## src/rtl/lse_pkg.sv

```systemverilog
// shared types and constants of the lsb stego extractor
package lse_pkg;

  // configuration port
  localparam int unsigned CFG_IDX_W  = 1;
  localparam int unsigned CFG_DATA_W = 2;

  localparam logic [CFG_IDX_W-1:0] CFG_MODE      = 1'd0;
  localparam logic [CFG_IDX_W-1:0] CFG_ENCRYPTED = 1'd1;

  // extraction modes, the unused code behaves as one lsb
  localparam logic [1:0] MODE_LSB1 = 2'd0;
  localparam logic [1:0] MODE_LSB4 = 2'd1;
  localparam logic [1:0] MODE_LSBI = 2'd2;

  localparam int unsigned HDR_BYTES     = 4;
  localparam int unsigned TRAILER_BYTES = 5;
  localparam int unsigned FLIP_BITS     = 4;
  localparam int unsigned COUNT_W       = 33;

  typedef struct packed {
    logic [7:0] payload_byte;
    logic       last;
  } lse_res_t;

endpackage

```

## src/rtl/lse_in_if.sv

```systemverilog
// input channel: carrier component bytes
interface lse_in_if;
  logic       valid;
  logic       ready;
  logic [7:0] carrier_byte;
  logic       first;

  modport source (output valid, output carrier_byte, output first, input ready);
  modport sink   (input valid, input carrier_byte, input first, output ready);
endinterface

```

## src/rtl/lse_out_if.sv

```systemverilog
// result channel: recovered payload bytes
interface lse_out_if;
  logic       valid;
  logic       ready;
  logic [7:0] payload_byte;
  logic       last;

  modport source (output valid, output payload_byte, output last, input ready);
  modport sink   (input valid, input payload_byte, input last, output ready);
endinterface

```

## src/rtl/lse_extract.sv

```systemverilog
// input register, configuration registers and the bit extraction state
module lse_extract (
  input  logic                      clk,
  input  logic                      rst_n,
  input  logic                      cfg_we,
  input  logic [lse_pkg::CFG_IDX_W-1:0]  cfg_index,
  input  logic [lse_pkg::CFG_DATA_W-1:0] cfg_wdata,
  input  logic                      in_valid,
  output logic                      in_ready,
  input  logic [7:0]                in_carrier_byte,
  input  logic                      in_first,
  input  logic                      res_room,
  output logic                      res_valid,
  output lse_pkg::lse_res_t         res
);
  import lse_pkg::*;

  logic [1:0]         mode_r;
  logic               encrypted_r;

  logic               in_valid_r;
  logic [7:0]         carrier_r;
  logic               first_r;

  logic [2:0]         mask_phase_r, mask_phase_nxt;
  logic [3:0]         class_flips_r, class_flips_nxt;
  logic [7:0]         shift_byte_r, shift_byte_nxt;
  logic [2:0]         bits_held_r, bits_held_nxt;
  logic [COUNT_W-1:0] bytes_out_r, bytes_out_nxt;
  logic [31:0]        length_header_r, length_header_nxt;
  logic               finished_r, finished_nxt;

  // state seen by this component after an optional restart
  logic [2:0]         mask_phase_b;
  logic [3:0]         class_flips_b;
  logic [7:0]         shift_byte_b;
  logic [2:0]         bits_held_b;
  logic [COUNT_W-1:0] bytes_out_b;
  logic [31:0]        length_header_b;
  logic               finished_b;

  logic               proc;
  logic               byte_done;
  logic [7:0]         new_shift;
  logic               bit_in;
  logic [COUNT_W-1:0] total;

  assign proc     = in_valid_r && res_room;
  assign in_ready = !in_valid_r || res_room;

  always_ff @(posedge clk) begin
    if (!rst_n) begin
      mode_r      <= MODE_LSB1;
      encrypted_r <= 1'b0;
    end else if (cfg_we) begin
      unique case (cfg_index)
        CFG_MODE:      mode_r      <= cfg_wdata;
        CFG_ENCRYPTED: encrypted_r <= cfg_wdata[0];
        default: ;
      endcase
    end
  end

  always_ff @(posedge clk) begin
    if (!rst_n) begin
      in_valid_r <= 1'b0;
    end else if (in_valid && in_ready) begin
      in_valid_r <= 1'b1;
    end else if (proc) begin
      in_valid_r <= 1'b0;
    end
  end

  always_ff @(posedge clk) begin
    if (in_valid && in_ready) begin
      carrier_r <= in_carrier_byte;
      first_r   <= in_first;
    end
  end

  always_comb begin
    if (first_r) begin
      mask_phase_b    = '0;
      class_flips_b   = '0;
      shift_byte_b    = '0;
      bits_held_b     = '0;
      bytes_out_b     = '0;
      length_header_b = '0;
      finished_b      = 1'b0;
    end else begin
      mask_phase_b    = mask_phase_r;
      class_flips_b   = class_flips_r;
      shift_byte_b    = shift_byte_r;
      bits_held_b     = bits_held_r;
      bytes_out_b     = bytes_out_r;
      length_header_b = length_header_r;
      finished_b      = finished_r;
    end
  end

  always_comb begin
    mask_phase_nxt    = mask_phase_b;
    class_flips_nxt   = class_flips_b;
    shift_byte_nxt    = shift_byte_b;
    bits_held_nxt     = bits_held_b;
    bytes_out_nxt     = bytes_out_b;
    length_header_nxt = length_header_b;
    finished_nxt      = finished_b;
    byte_done         = 1'b0;
    new_shift         = shift_byte_b;
    bit_in            = carrier_r[0];
    total             = '0;
    res_valid         = 1'b0;
    res.payload_byte  = new_shift;
    res.last          = 1'b0;

    if (!finished_b) begin
      case (mode_r)
        MODE_LSB4: begin
          // past four bits held only the top bits that complete the byte are taken
          case (bits_held_b)
            3'd5: begin
              new_shift = {shift_byte_b[4:0], carrier_r[3:1]};
              byte_done = 1'b1;
            end
            3'd6: begin
              new_shift = {shift_byte_b[5:0], carrier_r[3:2]};
              byte_done = 1'b1;
            end
            3'd7: begin
              new_shift = {shift_byte_b[6:0], carrier_r[3]};
              byte_done = 1'b1;
            end
            default: begin
              new_shift = {shift_byte_b[3:0], carrier_r[3:0]};
              byte_done = (bits_held_b == 3'd4);
            end
          endcase
          bits_held_nxt = byte_done ? 3'd0 : bits_held_b + 3'd4;
        end
        MODE_LSBI: begin
          if (mask_phase_b < 3'(FLIP_BITS)) begin
            if (carrier_r[0]) begin
              class_flips_nxt = class_flips_b | (4'd1 << mask_phase_b[1:0]);
            end
            mask_phase_nxt = mask_phase_b + 3'd1;
          end else begin
            bit_in        = carrier_r[0] ^ class_flips_b[carrier_r[2:1]];
            new_shift     = {shift_byte_b[6:0], bit_in};
            byte_done     = (bits_held_b == 3'd7);
            bits_held_nxt = bits_held_b + 3'd1;
          end
        end
        default: begin
          new_shift     = {shift_byte_b[6:0], bit_in};
          byte_done     = (bits_held_b == 3'd7);
          bits_held_nxt = bits_held_b + 3'd1;
        end
      endcase

      shift_byte_nxt = new_shift;
      if (byte_done) begin
        if (bytes_out_b < COUNT_W'(HDR_BYTES)) begin
          length_header_nxt = {length_header_b[23:0], new_shift};
        end
        bytes_out_nxt    = bytes_out_b + COUNT_W'(1);
        total            = {1'b0, length_header_nxt}
                         + (encrypted_r ? COUNT_W'(HDR_BYTES)
                                        : COUNT_W'(HDR_BYTES + TRAILER_BYTES));
        res.last         = (bytes_out_nxt >= COUNT_W'(HDR_BYTES)) && (bytes_out_nxt >= total);
        finished_nxt     = res.last;
        shift_byte_nxt   = '0;
        res_valid        = proc;
        res.payload_byte = new_shift;
      end
    end
  end

  always_ff @(posedge clk) begin
    if (!rst_n) begin
      mask_phase_r    <= '0;
      class_flips_r   <= '0;
      shift_byte_r    <= '0;
      bits_held_r     <= '0;
      bytes_out_r     <= '0;
      length_header_r <= '0;
      finished_r      <= 1'b0;
    end else if (proc) begin
      mask_phase_r    <= mask_phase_nxt;
      class_flips_r   <= class_flips_nxt;
      shift_byte_r    <= shift_byte_nxt;
      bits_held_r     <= bits_held_nxt;
      bytes_out_r     <= bytes_out_nxt;
      length_header_r <= length_header_nxt;
      finished_r      <= finished_nxt;
    end
  end

endmodule

```

## src/rtl/lse_out_buf.sv

```systemverilog
// result register with a skid entry so the input side keeps moving under stall
module lse_out_buf (
  input  logic              clk,
  input  logic              rst_n,
  input  logic              res_valid,
  input  lse_pkg::lse_res_t res,
  output logic              res_room,
  output logic              out_valid,
  input  logic              out_ready,
  output lse_pkg::lse_res_t out_res
);
  import lse_pkg::*;

  logic     main_valid_r;
  lse_res_t main_r;
  logic     skid_valid_r;
  lse_res_t skid_r;
  logic     main_free;

  assign res_room  = !skid_valid_r;
  assign out_valid = main_valid_r;
  assign out_res   = main_r;
  assign main_free = !main_valid_r || out_ready;

  always_ff @(posedge clk) begin
    if (!rst_n) begin
      main_valid_r <= 1'b0;
      skid_valid_r <= 1'b0;
    end else if (main_free) begin
      if (skid_valid_r) begin
        main_valid_r <= 1'b1;
        skid_valid_r <= 1'b0;
      end else begin
        main_valid_r <= res_valid;
      end
    end else if (res_valid) begin
      skid_valid_r <= 1'b1;
    end
  end

  always_ff @(posedge clk) begin
    if (main_free) begin
      main_r <= skid_valid_r ? skid_r : res;
    end else if (res_valid) begin
      skid_r <= res;
    end
  end

endmodule

```

## src/rtl/lsb_stego_extractor_core.sv

```systemverilog
// top level of the lsb stego extractor
//
//  channel  | dir | transfer      | payload
//  in_if    | in  | valid & ready | carrier_byte[7:0], first
//  out_if   | out | valid & ready | payload_byte[7:0], last
//  cfg_*    | in  | cfg_we        | cfg_index[0], cfg_wdata[1:0]
//
// one component is taken every cycle while the result side has room; a recovered byte
// passes through the input register, then the result register, on its way to out_if
// the extraction state is read and written back in the same cycle, which sets that rate
// synchronous active-low reset clears config to lsb1, unencrypted, and a fresh start
// with out_if stalled the skid entry absorbs one more byte before in_if.ready drops
module lsb_stego_extractor_core (
  input  logic                            clk,
  input  logic                            rst_n,
  lse_in_if.sink                          in_if,
  lse_out_if.source                       out_if,
  input  logic                            cfg_we,
  input  logic [lse_pkg::CFG_IDX_W-1:0]   cfg_index,
  input  logic [lse_pkg::CFG_DATA_W-1:0]  cfg_wdata
);
  import lse_pkg::*;

  logic     res_valid;
  logic     res_room;
  logic     in_ready;
  lse_res_t res;
  lse_res_t out_res;
  logic     out_valid;

  lse_extract u_extract (
    .clk             (clk),
    .rst_n           (rst_n),
    .cfg_we          (cfg_we),
    .cfg_index       (cfg_index),
    .cfg_wdata       (cfg_wdata),
    .in_valid        (in_if.valid),
    .in_ready        (in_ready),
    .in_carrier_byte (in_if.carrier_byte),
    .in_first        (in_if.first),
    .res_room        (res_room),
    .res_valid       (res_valid),
    .res             (res)
  );

  lse_out_buf u_out_buf (
    .clk       (clk),
    .rst_n     (rst_n),
    .res_valid (res_valid),
    .res       (res),
    .res_room  (res_room),
    .out_valid (out_valid),
    .out_ready (out_if.ready),
    .out_res   (out_res)
  );

  assign in_if.ready         = in_ready;
  assign out_if.valid        = out_valid;
  assign out_if.payload_byte = out_res.payload_byte;
  assign out_if.last         = out_res.last;

endmodule

```

## src/flat_wrapper.sv

```systemverilog
// flat-port wrapper written by rule: the top's interface ports become plain ports
module lsb_stego_extractor_core_flat import lse_pkg::*;
  (clk, rst_n, cfg_we, cfg_index, cfg_wdata, in_if_valid, in_if_carrier_byte, in_if_first, in_if_ready, out_if_valid, out_if_payload_byte, out_if_last, out_if_ready);
  lse_in_if in_if_i ();
  lse_out_if out_if_i ();
  input  logic clk;
  input  logic rst_n;
  input  logic cfg_we;
  input  logic [lse_pkg::CFG_IDX_W-1:0] cfg_index;
  input  logic [lse_pkg::CFG_DATA_W-1:0] cfg_wdata;
  input wire logic [$bits(in_if_i.valid)-1:0] in_if_valid;
  input wire logic [$bits(in_if_i.carrier_byte)-1:0] in_if_carrier_byte;
  input wire logic [$bits(in_if_i.first)-1:0] in_if_first;
  output wire logic [$bits(in_if_i.ready)-1:0] in_if_ready;
  output wire logic [$bits(out_if_i.valid)-1:0] out_if_valid;
  output wire logic [$bits(out_if_i.payload_byte)-1:0] out_if_payload_byte;
  output wire logic [$bits(out_if_i.last)-1:0] out_if_last;
  input wire logic [$bits(out_if_i.ready)-1:0] out_if_ready;
  assign in_if_i.valid = in_if_valid;
  assign in_if_i.carrier_byte = in_if_carrier_byte;
  assign in_if_i.first = in_if_first;
  assign in_if_ready = in_if_i.ready;
  assign out_if_valid = out_if_i.valid;
  assign out_if_payload_byte = out_if_i.payload_byte;
  assign out_if_last = out_if_i.last;
  assign out_if_i.ready = out_if_ready;
  lsb_stego_extractor_core u_core (.clk(clk), .rst_n(rst_n), .in_if(in_if_i), .out_if(out_if_i), .cfg_we(cfg_we), .cfg_index(cfg_index), .cfg_wdata(cfg_wdata));
endmodule
```

## config.mk

```make
export PLATFORM = sky130hd
export DESIGN_NAME = lsb_stego_extractor_core_flat
export DESIGN_NICKNAME = d
export VERILOG_FILES = /design/src/rtl/lse_pkg.sv /design/src/rtl/lse_in_if.sv /design/src/rtl/lse_out_if.sv /design/src/rtl/lse_extract.sv /design/src/rtl/lse_out_buf.sv /design/src/rtl/lsb_stego_extractor_core.sv /design/src/flat_wrapper.sv
export SDC_FILE = /design/constraint.sdc
export NUM_CORES = 1
export LEC_CHECK = 0
export ABC_CLOCK_PERIOD_IN_PS = 11600
export BUFFER_PORTS_ARGS = -buffer_cell sky130_fd_sc_hd__buf_2
export CAP_MARGIN = 25
export CORE_MARGIN = 3
export CORE_UTILIZATION = 65
export DETAILED_ROUTE_END_ITERATION = 10
export HOLD_SLACK_MARGIN = 0.05
export PLACE_DENSITY = 0.94
export SETUP_SLACK_MARGIN = 0.1
export SLEW_MARGIN = 10
export SYNTH_ARGS = -nofsm -noshare
export SYNTH_HDL_FRONTEND = slang
export SYNTH_SLANG_ARGS = --single-unit
```

## constraint.sdc

```tcl
create_clock -name clk -period 11.6 [get_ports clk]
set_input_delay 0.58 -clock clk [delete_from_list [all_inputs] [get_ports clk]]
set_output_delay 0.58 -clock clk [all_outputs]
set_load 0.1 [all_outputs]
```

# == Word-level counts from Yosys, hierarchy flattened ==
# Index checks and enable logic that the tools add are counted.
# totals
ram_bits,0
elab_cells,103
latchBits,0
out_inout_bits,11
reg_bits,113
n_memories,0
romBits,0
# classes
n_bitwise,5
shift,1
mux,49
eq_ne,6
reduce_logical,14
n_lt_le_gt_ge,5
multipliers,0
addsub,5
div_mod_pow,0
# ops
operator,n
2-to-1 mux 32 bit,6
2-to-1 mux 33 bit,3
adder 32 x 4 -> 33 bit,1
adder 33 x 1 -> 33 bit (second input constant),1
greater-or-equal comparator 33 x 3 -> 1 bit (second input constant),1
greater-or-equal comparator 33 bit,1
< comparator 33 x 3 -> 1 bit (second input constant),1
2-to-1 mux 8 bit,4
2-to-1 mux 9 bit,3
2-to-1 mux 3 bit,8
2-to-1 mux 4 bit,6
one-hot mux 8 bit (3 select lines),1
one-hot mux 8 bit (2 select lines),1
2-to-1 mux 1 bit,14
equality test 3 bit (second input constant),4
adder 3 x 1 -> 3 bit (second input constant),2
one-hot mux 3 bit (2 select lines),1
AND reduction 2 bit,3
bitwise OR 4 bit,1
left shift 1 x 2 -> 4 bit (first input constant),1
adder 3 bit (second input constant),1
logical AND 1 bit,3
logical NOT 1 bit,3
< comparator 2 x 3 -> 1 bit (second input constant),1
other kinds (11),14

# == Logic depth before layout (Yosys ltp) ==
# Gate-level depths: netlist of the first run.
# logic_depth
ltp_word,16
depth_mapped,29

# == Hierarchy ==
# Synthesis of the first run repeated with hierarchy kept, for this count alone.
# hier_totals
cells_unflattened,1011
hier_area_um2,8026.4
# by_module_without_submodules
mod,n_inst,area_each_um2,cells_each,seq_area_each_um2
lse_extract,1,7259.5,974,1911.8
lse_out_buf,1,767.0,37,580.6

# == Worst setup path before layout of the first run ==
# Ideal clock, no wire load.
# synth_path
path_type,reg2reg
startpoint,register u_core.u_extract.first_r
endpoint,"register u_core.u_out_buf.main_r, in the netlist u_core.u_out_buf.out_res[0], data pin"
stages_incl_launch_ff,25
arrival_time_ns,4.614
setup_ns,0.272
required_time_ns,11.328
setup_slack_ns,6.714
path_buffers,8
cell_sequence,edfxtp_1 buf_2 buf_2 buf_1 clkbuf_1 buf_2 buf_1 clkbuf_1 nor2b_1 ha_1 clkbuf_1 nand3_1 nor4_1 nand2_1 xnor2_1 nor2_1 ha_1 nand4_1 nor2_1 a41oi_1 o211ai_1 a21oi_1 o21ai_0 a21oi_1 o41ai_1
# synth_between
elab_chain_len,15
elab_cells_between_ends,37
classes_between,add/sub: 2; order compare: 4; eq/ne: 4; mux: 24; bitwise: 1; reduce/logical: 2
# synth_rtl
item,line_no,source
start: declaration,lse_extract.sv:23,logic first_r;
start signal: assignment,lse_extract.sv:77,first_r <= in_first;
"parallel branches: the longest is 13 deep, another holds < comparator 33 x 3 -> 1 bit",n/a,
2-to-1 mux 9 bit *,lse_extract.sv:117,if (!finished_b) begin
2-to-1 mux 9 bit *,lse_out_buf.sv:43,main_r <= skid_valid_r ? skid_r : res;
end signal: assignment,lse_out_buf.sv:43,
end: declaration,lse_out_buf.sv:15,lse_res_t main_r;
# Mark *: on every way between the ends. The select of a mux whose other input is x is not followed.
# A chain may end at the register's enable or synchronous reset.

==> results_dict.tcl, run 1 <==
set metrics [dict create \
    synth_xor_area_frac 0.06133 \
    yosys_warnings 0 \
    synth-edff-count 23 \
    power_density_nw_per_um2 105.1 \
    dr.pass1.iters 6 \
    coreArea_sq_um 13300 \
    syn-num-nets 1186 \
    worstPathRequired_ns 11.76 \
    p_leak_nw 3.321 \
    fin_nets 1156 \
    slew_violations 0 \
    port_buffers 23 \
    post-place-ws_ns 5.209 \
    cts_buffers 17 \
    ys_seq_area_frac 0.2815 \
    grt_pass1_vias 8516 \
    yosys.area_share.simple 0.3161 \
    postCtsHoldBufs 0 \
    rows 42 \
    cts_tree "done" \
    crit_fanout 60 \
    finalPower_mw 1.003 \
    setup_tns_ns 0 \
    die_width_um 122.7 \
    synth_top_family_by_area "simple AND/OR/NAND/NOR gates" \
    worst-setup-path-type "flip-flop to flip-flop" \
    wl_mm 26.84 \
    yosysUniqueCellTypes 84 \
    ant_nets 0 \
    grt_first_pass_wirelength_mm 43.46 \
    synthMuxAreaShare 0.02798 \
    postCtsSetupBuffers 0 \
    drv_cap 0 \
    vias 9106 \
    dr.first_iter.drc_count 1701 \
    synthTopCellsByArea "dfxtp_1 (20%), edfxtp_1 (7.8%), ha_1 (6.4%)" \
    finClkSkew_ns 0.02156 \
    drive_gt1_frac 0.1093 \
    ys.flop_type "dfxtp_1" \
    syn_area_sq_um 8855 \
    globalplace.congestion 0.9911 \
    cp-start-kind "flip-flop" \
    post-route-period-util 0.5698 \
    grt_usage 0.3643 \
    layout-area-overhead-vs-synth_pct 7.701 \
    clkTransAtPathRegs_ns 0.06 \
    antenna_found_initial 2 \
    fmax_mhz 151.3 \
    synth_most_common_cell "nand2_1" \
    ios 28 \
    htreeDepth 4 \
    synth_seq_cells 113 \
    wl_per_cell_um 20.90 \
    endpoint_kind "flip-flop" \
    ctsResizeCount 0 \
    yosys-top-cells-count "nand2_1 (143), dfxtp_1 (90), nand3_1 (77)" \
    syn_avg_cell_area_sq_um 7.878 \
    synth_cells 1124 \
    synth_area_leader_cell "dfxtp_1" \
    worstHoldPathType "input pin to flip-flop" \
    die_h_um 122.7 \
    synth.top_cell.area_share 0.2035 \
    synthAdderAreaFrac 0.06359 \
    synth_compound_area_frac 0.1964 \
    ir_drop_mv 0.1112 \
    global_route.overflow_total 0 \
    final-hold-violation-count 0 \
    initial_core_util 0.6660 \
    period_needed_ns 6.610 \
    setup_viol 0 \
    rsz0062_at_grt "false" \
    die_area_sq_um 15060 \
    dp.final_hpwl_mm 16.97 \
    slew_headroom 0.3624 \
    ys_async_sr_fraction 0 \
    cp.arrival_ns 6.77 \
    worst_pin_slew_ns 0.9528 \
    grt_start_max_net_pins 93 \
    cts.sink_count 113 \
    status "completed" \
    viasPerCell 7.092 \
    clk_latency_ns 0.45 \
    cts_root_buffer "clkbuf_16" \
    drc 0 \
    fin_ws_ns 4.990 \
    cts_buffer_depth 2 \
]
==> critical path, cell delays in order (launching register included) <==
cell	delay, ns
edfxtp_1	0.32
buf_4	0.46
buf_4	0.62
nand2b_1	0.24
a21oi_1	0.08
a211oi_1	0.34
o22ai_1	0.15
a32o_1	0.26
mux2_2	0.30
ha_1	0.35
o2111ai_1	0.18
a211oi_2	0.57
and4_1	0.46
nor3_1	0.09
a221oi_1	0.33
ha_1	0.31
nand4_1	0.12
nor2_1	0.08
a41oi_1	0.18
o211ai_1	0.11
a21oi_1	0.15
o21ai_0	0.09
a21oi_1	0.38
nor3_1	0.16
==> layout make-up <==
type	instances	area, sq um
multi-input combinational	900	5894
fill	934	3759
sequential	113	2492
clock buffer	20	489.2
timing repair buffer	39	235.2
tap	176	220.2
clock inverter	12	116.4
inverter	23	86.33
antenna	1	2.502
==> registers in the layout, indices dropped and copies added (netlist names) <==
register,cells
u_core.u_extract.bits_held_r,3
u_core.u_extract.bytes_out_r,33
u_core.u_extract.carrier_r,4
u_core.u_extract.class_flips_r,4
u_core.u_extract.encrypted_r,1
u_core.u_extract.finished_r,1
u_core.u_extract.first_r,1
u_core.u_extract.in_valid_r,1
u_core.u_extract.length_header_r,32
u_core.u_extract.mask_phase_r,3
u_core.u_extract.mode_r,2
u_core.u_extract.shift_byte_r,8
u_core.u_out_buf.out_res,9
u_core.u_out_buf.out_valid,1
u_core.u_out_buf.skid_r,9
u_core.u_out_buf.skid_valid_r,1
==> cells by family (layout without fill, tap and decap cells) <==
logic type,count (synthesis),count (layout)
xor+xnor,62,62
mux,22,22
flops,113,113
buf+inv,111,94
compound gates,262,262
other cells,0,1
fa+ha+maj,45,45
simple gates,509,509
==> where the power goes <==
group | internal [mW] | leakage, nW | switching [mW]
sequential | 0.403 | 0.972 | 0.00535
combinational | 0.0188 | 2.05 | 0.0378
clock | 0.328 | 0.299 | 0.210
==> worst paths after layout <==
kind | cells after the start | slack, ns | to | start
worst max-delay path | 23 | 4.99 | u_core.u_out_buf.skid_r[0] | u_core.u_extract.first_r
worst min-delay path | 1 | 0.33 | u_core.u_extract.carrier_r[2] | in_if_carrier_byte[2]
worst max register to register | 23 | 4.99 | u_core.u_out_buf.skid_r[0] | u_core.u_extract.first_r
worst min register to register | 2 | 0.49 | u_core.u_extract.mode_r[1] | u_core.u_extract.mode_r[1]
==> per-stage QoR <==
stage	utilization	hold WS (ns)	cells	area, sq um
3_3_place_gp	0.6710	0.4713	1250	8921
4_1_cts	0.7165	0.3169	1282	9527
3_5_place_dp	0.6710	0.4729	1250	8921
5_1_grt	0.7173	0.3184	1284	9537
6_report	0.7173	0.3262	1284	9537
2_1_floorplan	-	0.4540	1124	8855
==> routing by layer <==
metal	track usage	vias to the layer above	share of wire	wire length, um
met2	0.5668	754	0.45	12120
li1	-	4007	-	-
met4	0.1882	0	0.048	1299
met5	0	-	0	0
met3	0.1074	164	0.13	3411
met1	0.4569	4181	0.37	10010
==> layout by cell type (no fill, tap or decap), types with 6 or more instances in the layout <==
cell and n:
nand2_1 143, dfxtp_1 90, nand3_1 77, nor2_1 71, nor2b_1 62, a21oi_1 60
o21ai_0 56, ha_1 45, a22oi_1 42, a21boi_0 32, xnor2_1 32, xor2_1 30
nand4_1 29, inv_1 23, buf_2 23, edfxtp_1 23, and2_1 20, clkbuf_16 19
nor3_1 18, buf_4 16, mux2_2 12, nand2b_1 9, mux2i_1 9, nor4_1 9
and4_1 8, and3_1 8, a32oi_1 8, a21o_1 7, nand3b_1 6, or2_2 6
Power figures use the tool's default switching activity.
==> run 2: changes to the inputs <==
ABC_CLOCK_PERIOD_IN_PS = 6600   (was 11600)
CORE_UTILIZATION = 64   (was 65)
PLACE_DENSITY = 0.93   (was 0.94)
clock period = 6.6 ns   (was 11.6 ns; I/O delays follow)
==> results_dict.tcl, run 2 (synthesis results as in run 1) <==
set metrics [dict create \
    die_h_um 123.6 \
    cts.sink_count 113 \
    seq_area_sq_um 2492 \
    wl_mm 24.82 \
    worst_pin_slew_ns 0.9872 \
    period_needed_ns 5.848 \
    post-route-period-util 0.8860 \
    ant_nets 0 \
    max_flop_register "u_core.u_extract.bytes_out_r" \
    largest_reg_flops 33 \
    final-hold-violation-count 0 \
    layout-area-overhead-vs-synth_pct 7.249 \
    globalplace.congestion 0.9902 \
    viasPerCell 6.746 \
    p_leak_nw 3.292 \
    reg_top3 "u_core.u_extract.bytes_out_r x33, u_core.u_extract.length_header_r x32" \
    crit_path_top_delay_cell "edfxtp_1" \
    cts_buffers 17 \
    final_common_cell "nand2_1" \
    antenna_cells 0 \
    global_route.overflow_total 0 \
    dp.final_hpwl_mm 16.61 \
    hold_slack_ns 0.07265 \
    fin_nets 1156 \
    port_buffers 23 \
    finClkSkew_ns 0.008729 \
    dr.pass1.iters 8 \
    coreArea_sq_um 13400 \
    drive_gt1_frac 0.1066 \
    fmax_mhz 171.0 \
    rsz0062_at_grt "false" \
    n_fill_cell 1012 \
    worstHoldPathType "input pin to flip-flop" \
    postPlaceCellArea_sq_um 8921 \
    ios 28 \
    grt_pass1_vias 7845 \
    drc 0 \
    worstPathRequired_ns 6.75 \
    worst-setup-path-type "flip-flop to flip-flop" \
    grt_first_pass_wirelength_mm 39.97 \
    die_width_um 123.6 \
    htreeDepth 4 \
    grt_start_max_net_pins 93 \
    cp.arrival_ns 6.00 \
    ctsResizeCount 0 \
    dr.first_iter.drc_count 1431 \
    setup_viol 0 \
    cp_slowest_stage_delay_ns 0.79 \
    cts_tree "done" \
    initial_core_util 0.6608 \
    cts_buffer_depth 2 \
    cp-start-kind "flip-flop" \
    final_cell_mix "nand2_1 (143), dfxtp_1 (90), nand3_1 (77)" \
    clkTransAtPathRegs_ns 0.06 \
    endpoint_kind "flip-flop" \
    die_area_sq_um 15280 \
    wl_per_cell_um 19.35 \
    crit_fanout 25 \
    slew_headroom 0.3394 \
    fin_area_sq_um 9497 \
    multi_input_area_sq_um 5894 \
    rows 42 \
    drv_cap 0 \
    vias 8655 \
    setup_tns_ns 0 \
    status "completed" \
    ir_drop_mv 0.1825 \
    clk_latency_ns 0.43 \
    slew_violations 0 \
    cts_root_buffer "clkbuf_16" \
    postCtsSetupBuffers 0 \
    postCtsHoldBufs 0 \
    power_density_nw_per_um2 180.7 \
    antenna_found_initial 0 \
    grt_usage 0.3307 \
]
[run 2: worst max-delay path: cells and delay by family, from the launching register on]
family	cells	cell delay, ns
buf+inv	4	1.00
fa+ha+maj	3	0.66
simple gates	9	1.51
compound gates	8	1.42
flops	1	0.79
xor+xnor	1	0.17
[run 2: cell type report]
cell class / instances / area share
Clock buffer: 17 / 0.04480
Clock inverter: 15 / 0.01502
Inverter: 23 / 0.009091
Multi-Input combinational cell: 900 / 0.6207
Sequential cell: 113 / 0.2625
Tap cell: 176 / 0.02319
Timing Repair Buffer: 39 / 0.02477
[run 2: worst paths after layout]
kind	from	endpoint	slack (ns)	cells after the start
worst max-delay path	u_core.u_extract.first_r	u_core.u_out_buf.out_res[0]	0.75	25
worst min-delay path	in_if_carrier_byte[2]	u_core.u_extract.carrier_r[2]	0.07	1
worst max register to register	u_core.u_extract.first_r	u_core.u_out_buf.out_res[0]	0.75	25
worst min register to register	u_core.u_extract.shift_byte_r[7]	u_core.u_extract.shift_byte_r[7]	0.49	2
[run 2: layer usage]
| metal | wire length, um | GRT usage | part of all wire |
|---|---|---|---|
| met3 | 2597 | 0.07675 | 0.10 |
| met1 | 10310 | 0.4505 | 0.42 |
| met4 | 744 | 0.1211 | 0.030 |
| met5 | 0 | 0 | 0 |
| met2 | 11170 | 0.5123 | 0.45 |
[run 2: stage by stage]
stage	power [mW]	instances	worst slack, ns	util
3_3_place_gp	0.8212	1250	1.159	0.6657
5_1_grt	1.755	1283	0.2321	0.7087
6_report	1.716	1283	0.7523	0.7087
4_1_cts	1.713	1282	0.8993	0.7081
3_5_place_dp	0.8233	1250	0.9611	0.6657
2_1_floorplan	0.7978	1124	1.714	-
[run 2: where the power goes]
| group | leakage, nW | switching (mW) | total (mW) | internal [mW] |
|---|---|---|---|---|
| clock network | 0.268 | 0.352 | 0.902 | 0.550 |
| registers | 0.972 | 0.0113 | 0.719 | 0.708 |
| logic | 2.05 | 0.0617 | 0.0945 | 0.0328 |
| total | 3.29 | 0.425 | 1.72 | 1.29 |
==> run 3: changes to the inputs <==
CORE_ASPECT_RATIO = 0.7   (was unset)
HOLD_SLACK_MARGIN = unset   (was 0.05)
==> results_dict.tcl, run 3 (synthesis results as in run 1) <==
set metrics [dict create \
    hold_end "u_core.u_extract.carrier_r[0]" \
    post-route-period-util 0.9001 \
    hold_slack_ns 0.07472 \
    antenna_found_initial 0 \
    worstPathRequired_ns 6.75 \
    fin_nets 1159 \
    die_h_um 104.4 \
    sw_frac_of_total 0.2533 \
    fmax_mhz 168.3 \
    dr.pass1.iters 6 \
    htreeDepth 4 \
    max_flop_register "u_core.u_extract.bytes_out_r" \
    postCtsHoldBufs 0 \
    min_from "in_if_carrier_byte[0]" \
    cts_root_buffer "clkbuf_16" \
    antenna_cells 0 \
    n_fill_cell 965 \
    power_frac_comb 0.052 \
    seq_area_sq_um 2492 \
    drc 0 \
    post-route-util 0.7194 \
    setup_viol 0 \
    rsz0062_at_grt "false" \
    drive_gt1_frac 0.1117 \
    die_width_um 146.6 \
    postCtsSetupBuffers 0 \
    dp.final_hpwl_mm 18.00 \
    coreArea_sq_um 13360 \
    reg2reg_slack_ns 0.66 \
    slew_headroom 0.3813 \
    cts_buffer_depth 2 \
    p_leak_nw 3.355 \
    clk_latency_ns 0.43 \
    fin_ws_ns 0.6592 \
    drv_cap 0 \
    seqPwrFrac 0.387 \
    ios 28 \
    dr.first_iter.drc_count 1591 \
    ctsResizeCount 0 \
    worst_pin_slew_ns 0.9246 \
    initial_core_util 0.6630 \
    cts.sink_count 113 \
    post-place-ws_ns 0.9324 \
    wl_per_cell_um 20.54 \
    viasPerCell 6.853 \
    globalplace.congestion 0.9846 \
    worst-r2r-cell-count 26 \
    cp-start-kind "flip-flop" \
    cts_buffers 17 \
    finClkSkew_ns 0.008678 \
    grt_pass1_vias 7819 \
    cts_tree "done" \
    slew_violations 0 \
    clockPowerShare 0.561 \
    hold_depth 1 \
    worst-setup-path-type "flip-flop to flip-flop" \
    ant_nets 0 \
    layout-area-overhead-vs-synth_pct 8.521 \
    final_common_cell "nand2_1" \
    worstHoldPathType "input pin to flip-flop" \
    global_route.overflow_total 0 \
    rows 35 \
    clkTransAtPathRegs_ns 0.07 \
    final_cell_mix "nand2_1 (143), dfxtp_1 (90), nand3_1 (77)" \
    die_area_sq_um 15310 \
    wl_mm 26.60 \
    grt_start_max_net_pins 93 \
    ir_drop_mv 0.1801 \
    reg_top3 "u_core.u_extract.bytes_out_r x33, u_core.u_extract.length_header_r x32" \
    netSwitchingPower_mw 0.4703 \
    setup_tns_ns 0 \
    cp.arrival_ns 6.09 \
    power_density_nw_per_um2 193.2 \
    r2r-start "u_core.u_extract.bits_held_r[1]" \
    grt_usage 0.3414 \
    multi_input_area_sq_um 5894 \
    crit_fanout 24 \
    port_buffers 23 \
    worstReg2RegEnd "u_core.u_out_buf.out_res[0]" \
    cellInternalPower_mw 1.386 \
    grt_first_pass_wirelength_mm 42.15 \
    endpoint_kind "flip-flop" \
    final-hold-violation-count 0 \
    vias 8875 \
    largest_reg_flops 33 \
    status "completed" \
    period_needed_ns 5.941 \
]
-- run 3: routing by layer --
| layer | part of all wire | wire [um] | vias up | track usage |
|---|---|---|---|---|
| met1 | 0.42 | 11120 | 4065 | 0.5076 |
| li1 | - | - | 3999 | - |
| met3 | 0.16 | 4204 | 87 | 0.1067 |
| met2 | 0.40 | 10660 | 724 | 0.4719 |
| met4 | 0.023 | 617 | 0 | 0.09396 |
| met5 | 0 | 0 | - | 0 |
-- run 3: through the flow --
step,power [mW],cells,instance area (sq um)
finish,1.857,1295,9609
detailed placement,0.8255,1262,8955
global route,1.892,1295,9609
global placement,0.8244,1262,8955
CTS,1.847,1294,9602
floorplan,0.7978,1124,8855
-- run 3: area by class of cell --
type                    instances  area share
flip-flops and latches        113      0.2594
repair buffers                 42     0.02682
well taps                     185     0.02409
clock buffers                  17     0.04427
inverters                      23    0.008984
clock inverters                15     0.02305
multi-input cells             900      0.6134
-- run 3: worst max path at each step --
stage | from | to | slack [ns] | depth (start not counted)
finish | u_core.u_extract.bits_held_r[1] | u_core.u_out_buf.out_res[0] | 0.66 | 26
global route | u_core.u_extract.bits_held_r[1] | u_core.u_out_buf.out_res[0] | 0.28 | 26
CTS | u_core.u_extract.bits_held_r[1] | u_core.u_out_buf.out_res[0] | 0.87 | 26
detailed placement | u_core.u_extract.bits_held_r[1] | u_core.u_out_buf.out_res[0] | 0.93 | 26
global placement | u_core.u_extract.bits_held_r[1] | u_core.u_out_buf.out_res[0] | 1.10 | 21
floorplan | u_core.u_extract.first_r | u_core.u_out_buf.out_res[0] | 1.71 | 24
-- run 3: power groups by stage --
stage	Sequential, mW	Combinational, mW	Clock, mW
4_1_cts	0.718	0.0937	1.04
3_3_place_gp	0.733	0.0917	0
3_5_place_dp	0.733	0.0928	0
6_report	0.718	0.0974	1.04
5_1_grt	0.719	0.104	1.07
2_1_floorplan	0.727	0.0705	0
-- run 3: critical path, cell delays in order (launching register included) --
cell and delay (ns):
dfxtp_1 0.79, mux2_2 0.28, nand2_1 0.04, o21ai_0 0.14
a32oi_1 0.15, o31ai_1 0.38, nor2_1 0.09, nor2_1 0.25
ha_1 0.24, ha_1 0.19, nand2_1 0.06, nand2_1 0.06
a21oi_1 0.08, inv_1 0.08, nand2b_1 0.17, nor4b_2 0.58
nand4bb_1 0.23, xor2_1 0.20, ha_1 0.29, nand4_1 0.10
nor2_1 0.07, a41oi_1 0.21, o211ai_1 0.12, a21oi_1 0.15
o21ai_0 0.09, a21oi_1 0.45, o41ai_1 0.16
